## src/rtl/core/fpa_pkg.sv

```systemverilog
`timescale 1ns / 1ps

package fpa_pkg;

    // Word format: signed WORD_BITS with FRACTION_BITS fraction bits.
    localparam int WORD_BITS     = 32;
    localparam int FRACTION_BITS = 8;

    // Divider geometry: the scaled dividend has WORD_BITS + FRACTION_BITS bits,
    // and each divider stage retires two quotient bits.
    localparam int QUO_BITS   = WORD_BITS + FRACTION_BITS;
    localparam int DIV_STAGES = (QUO_BITS + 1) / 2;
    localparam int NUM_BITS   = 2 * DIV_STAGES;

    // Width that holds any unsaturated magnitude (product or rounded quotient).
    localparam int MAG_BITS = (2 * WORD_BITS > NUM_BITS + 1) ? 2 * WORD_BITS : NUM_BITS + 1;

    // Result queue depth covers the whole pipeline so issue never stalls at full rate.
    localparam int OUT_AW    = $clog2(DIV_STAGES + 4);
    localparam int OUT_DEPTH = 1 << OUT_AW;

    localparam logic [WORD_BITS-1:0] SIGN_BIT = WORD_BITS'(1) << (WORD_BITS - 1);
    localparam logic [WORD_BITS-1:0] MAX_POS  = SIGN_BIT - 1'b1;

    typedef enum logic [3:0] {
        OP_ADD      = 4'd0,
        OP_SUB      = 4'd1,
        OP_MUL      = 4'd2,
        OP_DIV      = 4'd3,
        OP_GT       = 4'd4,
        OP_LT       = 4'd5,
        OP_GE       = 4'd6,
        OP_LE       = 4'd7,
        OP_EQ       = 4'd8,
        OP_NE       = 4'd9,
        OP_MAX      = 4'd10,
        OP_MIN      = 4'd11,
        OP_INC      = 4'd12,
        OP_DEC      = 4'd13,
        OP_FROM_INT = 4'd14,
        OP_TO_INT   = 4'd15
    } op_t;

    typedef struct packed {
        op_t                         operation;
        logic signed [WORD_BITS-1:0] operand_a;
        logic signed [WORD_BITS-1:0] operand_b;
    } in_word_t;

    typedef struct packed {
        logic signed [WORD_BITS-1:0] result;
        logic                        compare_true;
        logic                        overflow;
        logic                        divide_by_zero;
    } out_word_t;

    // Classified item as it waits between the front and the back.
    typedef struct packed {
        op_t                  op;
        logic                 neg;
        logic [WORD_BITS-1:0] a;
        logic [WORD_BITS-1:0] b;
        logic [WORD_BITS-1:0] a_mag;
        logic [WORD_BITS-1:0] b_mag;
    } cls_t;

    // Payload of one back-end pipeline slot.
    typedef struct packed {
        op_t                  op;
        logic                 neg;
        logic                 dz;
        logic                 cmp;
        logic                 ovf;
        logic [WORD_BITS-1:0] res;
        logic [MAG_BITS-1:0]  mag;
        logic [WORD_BITS-1:0] rem;
        logic [NUM_BITS-1:0]  num;
        logic [NUM_BITS-1:0]  quo;
        logic [WORD_BITS-1:0] dmag;
    } slot_t;

    // Absolute value of a signed word; the most negative value maps to 2^(W-1).
    function automatic logic [WORD_BITS-1:0] word_mag(input logic [WORD_BITS-1:0] x);
        return x[WORD_BITS-1] ? (~x + 1'b1) : x;
    endfunction

    // Clamp a sign and magnitude into the word range; returns {overflow, word}.
    function automatic logic [WORD_BITS:0] sat_mag(input logic neg,
                                                   input logic [MAG_BITS-1:0] mag);
        logic [MAG_BITS-1:0]  limit;
        logic [WORD_BITS-1:0] low;
        limit = neg ? MAG_BITS'(SIGN_BIT) : MAG_BITS'(MAX_POS);
        low   = mag[WORD_BITS-1:0];
        if (mag > limit)
            return {1'b1, limit[WORD_BITS-1:0]};
        return {1'b0, neg ? (~low + 1'b1) : low};
    endfunction

endpackage

```

## src/rtl/core/fpa_front.sv

```systemverilog
`timescale 1ns / 1ps

module fpa_front (
    input  logic            clk,
    input  logic            rst_n,
    input  logic            push,
    input  fpa_pkg::in_word_t request,
    output logic            full,
    input  logic            deq,
    output logic            head_valid,
    output fpa_pkg::cls_t   head
);
    import fpa_pkg::*;

    localparam int FQ_AW    = 2;
    localparam int FQ_DEPTH = 1 << FQ_AW;

    cls_t               q_mem [FQ_DEPTH];
    logic [FQ_AW-1:0]   wr_ptr_reg, wr_ptr_next;
    logic [FQ_AW-1:0]   rd_ptr_reg, rd_ptr_next;
    logic [FQ_AW:0]     count_reg, count_next;
    cls_t               cls;
    logic               enq;

    // Classify the incoming word: magnitudes and result sign.
    always_comb
    begin
        cls.op    = request.operation;
        cls.a     = request.operand_a;
        cls.b     = request.operand_b;
        cls.a_mag = word_mag(request.operand_a);
        cls.b_mag = word_mag(request.operand_b);
        if (request.operation == OP_FROM_INT)
            cls.neg = request.operand_a[WORD_BITS-1];
        else
            cls.neg = request.operand_a[WORD_BITS-1] ^ request.operand_b[WORD_BITS-1];
    end

    assign full       = (count_reg == (FQ_AW+1)'(FQ_DEPTH));
    assign enq        = push && !full;
    assign head_valid = (count_reg != '0);
    assign head       = q_mem[rd_ptr_reg];

    // Queue pointers and fill count.
    always_comb
    begin
        wr_ptr_next = wr_ptr_reg + (FQ_AW)'(enq);
        rd_ptr_next = rd_ptr_reg + (FQ_AW)'(deq);
        count_next  = count_reg + (FQ_AW+1)'(enq) - (FQ_AW+1)'(deq);
    end

    always_ff @(posedge clk or negedge rst_n)
    begin
        if (!rst_n)
        begin
            wr_ptr_reg <= '0;
            rd_ptr_reg <= '0;
            count_reg  <= '0;
        end
        else
        begin
            wr_ptr_reg <= wr_ptr_next;
            rd_ptr_reg <= rd_ptr_next;
            count_reg  <= count_next;
        end
    end

    // Queue storage.
    always_ff @(posedge clk)
    begin
        if (enq)
            q_mem[wr_ptr_reg] <= cls;
    end

endmodule

```

## config.mk

```make
export PLATFORM = sky130hd
export DESIGN_NAME = fpa_front
export DESIGN_NICKNAME = d
export VERILOG_FILES = /design/src/rtl/core/fpa_pkg.sv /design/src/rtl/core/fpa_front.sv
export SDC_FILE = /design/constraint.sdc
export NUM_CORES = 1
export LEC_CHECK = 0
export BUFFER_PORTS_ARGS = -buffer_cell sky130_fd_sc_hd__buf_2
export CAP_MARGIN = 20
export CORE_ASPECT_RATIO = 1.1
export CORE_MARGIN = 4
export CORE_UTILIZATION = 53
export CTS_BUF_LIST = sky130_fd_sc_hd__clkbuf_16
export CTS_CLUSTER_DIAMETER = 200
export DETAILED_ROUTE_END_ITERATION = 10
export GPL_TIMING_DRIVEN = 0
export HOLD_SLACK_MARGIN = 0.1
export MAX_ROUTING_LAYER = met4
export PLACE_DENSITY = 0.83
export SLEW_MARGIN = 40
export SYNTH_ARGS = -nofsm -noshare
export SYNTH_HDL_FRONTEND = slang
export SYNTH_SLANG_ARGS = --single-unit
```

## constraint.sdc

```tcl
create_clock -name clk -period 10.3 [get_ports clk]
set_clock_uncertainty 0.2 [all_clocks]
set_input_delay 2.06 -clock clk [delete_from_list [all_inputs] [get_ports clk]]
set_output_delay 2.06 -clock clk [all_outputs]
set_load 0.005 [all_outputs]
```

==> results.toml, run 1 <==
[run_status]
outcome = "finished, final reports clean"

[yosys]
syn-num-nets = 994
async_flop_share_pct = 1.32
ys_ff_latch = 531
synth_area_leaders = "edfxtp_1 76%, mux4_2 14%, xnor2_1 2.6%"
synthCells = 915
synth_top_area_cell = "edfxtp_1"
ys_seq_area_share_pct = 76.7
synth_edf_count = 524
avgSynthCellArea_um2 = 22.7
yosys-top-cells-count = "524 x edfxtp_1, 131 x mux4_2, 61 x xnor2_1, 22 x nand2_1, 18 x o21ai_0"
synth_area_um2 = 20700
synth_top_cell_area_share_pct = 75.9
synth_warnings = 0
ys_types = 43
yosys.cell_count.top_type = "edfxtp_1"
synth_ff_type = "edfxtp_1"

[clock_network]
clockRootBuffer = "clkbuf_16"
cts_max_path_buffers = 3
clk_pin_slew_worst_paths_ps = 60
tritoncts = "done"
clock_latency_ps = 570
post_cts_resize_count = 0
hold_buffers = 0
htree_levels = 2
clkSinkCount = 531
post_cts_buffers = 0
cts_buffers = 50

[sta]
min_period_ps = 5210
min_period_over_period_pct = 50.5
rsz0062_at_grt = "false"
tightest_slew_ps = 797
relSlewSlack_pct = 46.9
setup_viol = 0
hold_viol = 0
clock.fmax_mhz = 192
drv_slew = 0
holdWs_ps = 283

[worst_setup_path]
worstRegToRegCells = 7
critPathMaxStageDelay_ps = 600
worst_ep_arrival_time_ps = 2950
crit_chain = "clkbuf_1 > clkbuf_2 > buf_1 > mux4_2 > buf_2"
required_ps = 8040
start_kind = "flip-flop"
worst-path-max-fanout = 10
cp_slowest_cell = "buf_1"
crit_type = "flip-flop to primary output"
crit_path_end_kind = "primary output"

[global_route]
antenna_found_initial = 4
grt_max_degree = 35
grt_pass1_wl_um = 68300
grt_overflow = 0
grt_use_total_pct = 21.9
grt_pass1_vias = 11000

[placed_design]
dp_cells = 1663
hpwl_um = 30100
portBuffers = 206
place.gp.congestion = 0.781

[floorplan]
die-area_um2 = 42400
row_count = 75
ios = 207
die_h_um = 215
start_util_pct = 54.1
core_um2 = 38400
die_w_um = 197

[routing]
wl_per_cell_um = 25.1
antenna_left = 0
firstDrtPassIters = 6
viasPerCell = 5.83
num_vias = 10300
drc = 0
drt_iter0_drc = 862
drt_wl_total_um = 44200

[cells_and_area]
syn_to_final_growth_pct = 19.1
fin_cells = 1761
final-seq-area_um2 = 15900
nFillCells = 2432
drive_gt1_share_pct = 39.6
finalNetCount = 1294
largest_reg_flops = 524
multiInputGateArea_um2 = 4660

[power]
leakagePower_uw = 0.00829
peakVddDrop_mv = 0.203
power_density_nw_per_um2 = 279

[hold_path]
hold_path_class = "flip-flop to flip-flop"
holdPathStages = 1

[job]
cap_violations = 0
routing by layer:
layer | vias up | wire [um] | global-route usage (%)
met3 | 67 | 3700 | 5.49
met2 | 433 | 23500 | 36.5
met1 | 5300 | 16100 | 27.6
met5 | - | 0 | -
met4 | 0 | 886 | 5.20
li1 | 4467 | - | -
where the power goes:
part	total (uW)	internal [uW]	switching [uW]	leakage [uW]
sequential	2970	2870	99.4	0.00489
combinational	2050	970	1080	0.00255
clock	1870	1100	767	0.000855
total	6890	4940	1950	0.00829
layout by cell type (no fill, tap or decap), types with 3 or more instances in the layout:
master and n:
edfxtp_1 524, buf_2 221, mux4_2 131, xnor2_1 61, clkbuf_16 53, nand2_1 22, inv_1 19, o21ai_0 18
o31ai_1 16, buf_6 16, buf_4 14, clkbuf_1 13, clkinv_1 13, nor2_1 9, o41ai_1 9, o41ai_2 7
buf_1 7, bufinv_16 7, dfrtp_1 7, ha_1 6, diode_2 5, nor3_1 5, nand2b_1 5, buf_16 5
buf_8 5, nor4_4 4, or3_1 4, or4_1 4, nand3_1 4, clkinv_2 4, buf_12 4, nor3_4 3
clkinvlp_4 3
critical path, delay by kind of cell (launching register included):
kind	cells	cell delay, ps
buf+inv	4	1610
mux	1	440
flops	1	320
kinds of logic after synthesis:
| group | synth area share (%) |
|---|---|
| AOI/OAI and AO/OA | 2.00 |
| xor gates and xnor gates | 2.66 |
| adders and majority gates | 0.458 |
| buffers and inverters | 0.989 |
| DFF | 76.7 |
| muxes | 14.2 |
| and+or+nand+nor | 2.97 |
worst paths after layout:
check	startpoint	end	slack, ps
hold reg to reg	count_reg[2]$_DFF_PN0_	count_reg[2]$_DFF_PN0_	280
max in group asynchronous	rst_n	count_reg[1]$_DFF_PN0_	8630
setup reg to reg	count_reg[2]$_DFF_PN0_	q_mem[0][41]$_DFFE_PP_	7600
setup / recovery	rd_ptr_reg[1]$_DFF_PN0_	head[104]	5090
min in group asynchronous	rst_n	count_reg[0]$_DFF_PN0_	1110
hold / removal	count_reg[2]$_DFF_PN0_	count_reg[2]$_DFF_PN0_	280
stage by stage:
step	util, %	total power (uW)	setup TNS, ps	instance area, um^2	setup slack [ps]
floorplan	-	4190	0	20800	1700
CTS	64.3	6990	0	24700	4930
global placement	58.4	5060	-773710	22400	-2650
global route	64.4	7240	0	24700	4870
detailed placement	59.9	5110	0	23000	5560
finish	64.4	6890	0	24700	5090
layout make-up:
type | count | area share (%)
plain buffers | 39 | 0.709
diodes | 5 | 0.0506
inverters | 9 | 0.137
repair buffers | 248 | 6.45
multi-input cells | 336 | 18.9
clock inverters | 40 | 1.48
well taps | 500 | 2.53
flip-flops and latches | 531 | 64.4
clock buffers | 53 | 5.37
No activity file was read; power rests on OpenSTA's default activity.
==> run 2: changes to the inputs <==
- ABC_AREA: not set -> 1
- CORE_UTILIZATION: 53 -> 59
- PLACE_DENSITY: 0.83 -> 0.86
- clock period: 10.3 -> 4.9 ns (I/O delays scaled with it)
==> results.toml, run 2 <==
[job]
cap_violations = 0

[clock_network]
htree_levels = 2
clk_pin_slew_worst_paths_ps = 60
clkSinkCount = 531
clock_latency_ps = 560
clockRootBuffer = "clkbuf_16"
cts_buffers = 49
cts_max_path_buffers = 3
tritoncts = "done"
post_cts_buffers = 0

[worst_setup_path]
crit_path_end_kind = "primary output"
worst_ep_arrival_time_ps = 2650
crit_type = "flip-flop to primary output"
worst-path-max-fanout = 10
start_kind = "flip-flop"
r2r-start = "count_reg[1]$_DFF_PN0_"
required_ps = 3720
crit_top_cell = "buf_2"
crit_chain = "inv_2 > buf_2 > buf_2 > o21ai_0 > o22ai_1 > buf_2"
r2r_end = "q_mem[2][47]$_DFFE_PP_"
r2r_setup_slack_ps = 2230
cp_slowest_cell = "dfrtp_1"
worstRegToRegCells = 9
critPathMaxStageDelay_ps = 560

[sta]
relSlewSlack_pct = 55.0
hold_viol = 0
tightest_slew_ps = 669
drv_slew = 0
clock.fmax_mhz = 261
setup_slack_ps = 1070
rsz0062_at_grt = "false"
min_period_over_period_pct = 78.2
min_period_ps = 3830
setup_viol = 0

[placed_design]
dp_slack_ps = 1710
place.gp.congestion = 0.954
dp_cells = 2493
hpwl_um = 40100
portBuffers = 206

[routing]
drt_wl_total_um = 57500
firstDrtPassIters = 5
num_vias = 15600
drt_iter0_drc = 1808
viasPerCell = 6.01
drc = 0
wl_per_cell_um = 22.2
antenna_left = 0

[cells_and_area]
final_cell_mix = "524 x edfxtp_1, 359 x nor2_1, 242 x o21ai_0"
final_common_cell = "edfxtp_1"
drive_gt1_share_pct = 19.6
syn_to_final_growth_pct = 18.0
finalNetCount = 2137
nFillCells = 2293
fin_cells = 2590
largest_reg_flops = 524

[yosys]
avgSynthCellArea_um2 = 12.5
synth_ff_type = "edfxtp_1"
synth_warnings = 0
synth_top_cell_area_share_pct = 72.6
synth_top_area_cell = "edfxtp_1"
synth_area_leaders = "edfxtp_1 73%, nor2_1 6.2%, o21ai_0 5.6%"
yosys.cell_count.top_type = "edfxtp_1"
synthCells = 1741
synth_area_um2 = 21700
syn-num-nets = 1820
synth_edf_count = 524
async_flop_share_pct = 1.32
ys_ff_latch = 531
ys_types = 25
ys_seq_area_share_pct = 73.4
yosys-top-cells-count = "524 x edfxtp_1, 359 x nor2_1, 242 x o21ai_0, 192 x nand2_1, 131 x o22ai_1"

[global_route]
grt_max_degree = 16
grt_pass1_vias = 15400
met1_usage_pct = 34.7
grt_pass1_wl_um = 87000
grt_overflow = 0
antenna_found_initial = 6
grt.busiest_layer = "met2"
grt_use_total_pct = 29.2
use_met2_pct = 49.5
use_met3_pct = 5.90

[hold_path]
holdPathStages = 1
hold_path_class = "flip-flop to flip-flop"
worst_hold_path.endpoint = "count_reg[0]$_DFF_PN0_"
min_from = "count_reg[0]$_DFF_PN0_"

[run_status]
outcome = "finished, final reports clean"

[floorplan]
core_um2 = 36300
die_h_um = 209
row_count = 73
start_util_pct = 59.8
die-area_um2 = 39900
ios = 207
die_w_um = 191

[power]
leakagePower_uw = 0.00926
peakVddDrop_mv = 0.461
power_density_nw_per_um2 = 606
[run 2: cell types whose count changed after synthesis, moves of 16 or more]
cell      delta
nor2_1     +349
o21ai_0    +224
nand2_1    +170
mux4_2     -131
o22ai_1    +131
inv_1       +42
xnor2_1     -38
o21ai_1     +33
nand3_1     +31
clkbuf_1    +20
buf_2       +18
o31ai_1     -16
[run 2: logic make-up after synthesis]
group	after synthesis	share of synthesized area (%)
AO/OA/AOI/OAI	406	10.1
XOR/XNOR	34	1.37
AND/OR/NAND/NOR	616	11.3
buffers and inverters	147	3.39
flip-flops	531	73.4
adder cells (fa/ha/maj)	7	0.439
[run 2: repair_timing]
item	4_1_cts	5_1_grt
hold buffers	1	0
resized for setup	0	0
hold endpoints to repair	7	0
[run 2: report_power, final]
group          switching [uW]  internal (uW)  leakage [uW]
clock network            1590           1930      0.000775
logic                    3740           1980       0.00359
registers                 227           6020       0.00489
total                    5560           9930       0.00926
[run 2: how the worst max path moves through the flow]
stage | startpoint | end | slack [ps] | cells past startpoint
2_1_floorplan | push | q_mem[0][100]$_DFFE_PP_ | 10 | 2
3_3_place_gp | push | q_mem[0][94]$_DFFE_PP_ | -2280 | 3
3_5_place_dp | rd_ptr_reg[1]$_DFF_PN0_ | head[54] | 1710 | 6
4_1_cts | rd_ptr_reg[1]$_DFF_PN0_ | head[54] | 1090 | 6
5_1_grt | rd_ptr_reg[1]$_DFF_PN0_ | head[53] | 990 | 6
6_report | rd_ptr_reg[1]$_DFF_PN0_ | head[54] | 1070 | 6
[run 2: metal layers]
metal  routed length [um]  vias to the layer above
li1                     -                     6935
met1                20400                     7582
met2                29400                      898
met3                 5410                      157
met4                 2370                        0
met5                    0                        -
[run 2: cell type report]
type	instances	area, um^2	share of cell area [%]
inverter	53	204	0.797
multi-input combinational	1063	5090	19.9
tap	487	609	2.38
antenna	7	17.5	0.0685
clock inverter	38	206	0.807
sequential	531	15900	62.2
timing repair buffer	266	1730	6.76
buffer	94	532	2.08
clock buffer	51	1280	4.99
[run 2: stage by stage]
| stage | total power [uW] | hold slack, ps | area (um^2) | TNS (ps) | utilization [%] |
|---|---|---|---|---|---|
| 2_1_floorplan | 9260 | 278 | 21700 | 0 | - |
| 3_3_place_gp | 11600 | 289 | 23400 | -1124210 | 64.5 |
| 3_5_place_dp | 12000 | 294 | 24100 | 0 | 66.4 |
| 4_1_cts | 15500 | 307 | 25600 | 0 | 70.5 |
| 5_1_grt | 16200 | 311 | 25600 | 0 | 70.5 |
| 6_report | 15500 | 302 | 25600 | 0 | 70.5 |
[run 2: critical path: cells and delay by family (launching register included)]
| kind | cells | cell delay (ps) |
|---|---|---|
| AO/OA/AOI/OAI | 2 | 480 |
| buffers and inverters | 4 | 1050 |
| flip-flops | 1 | 560 |
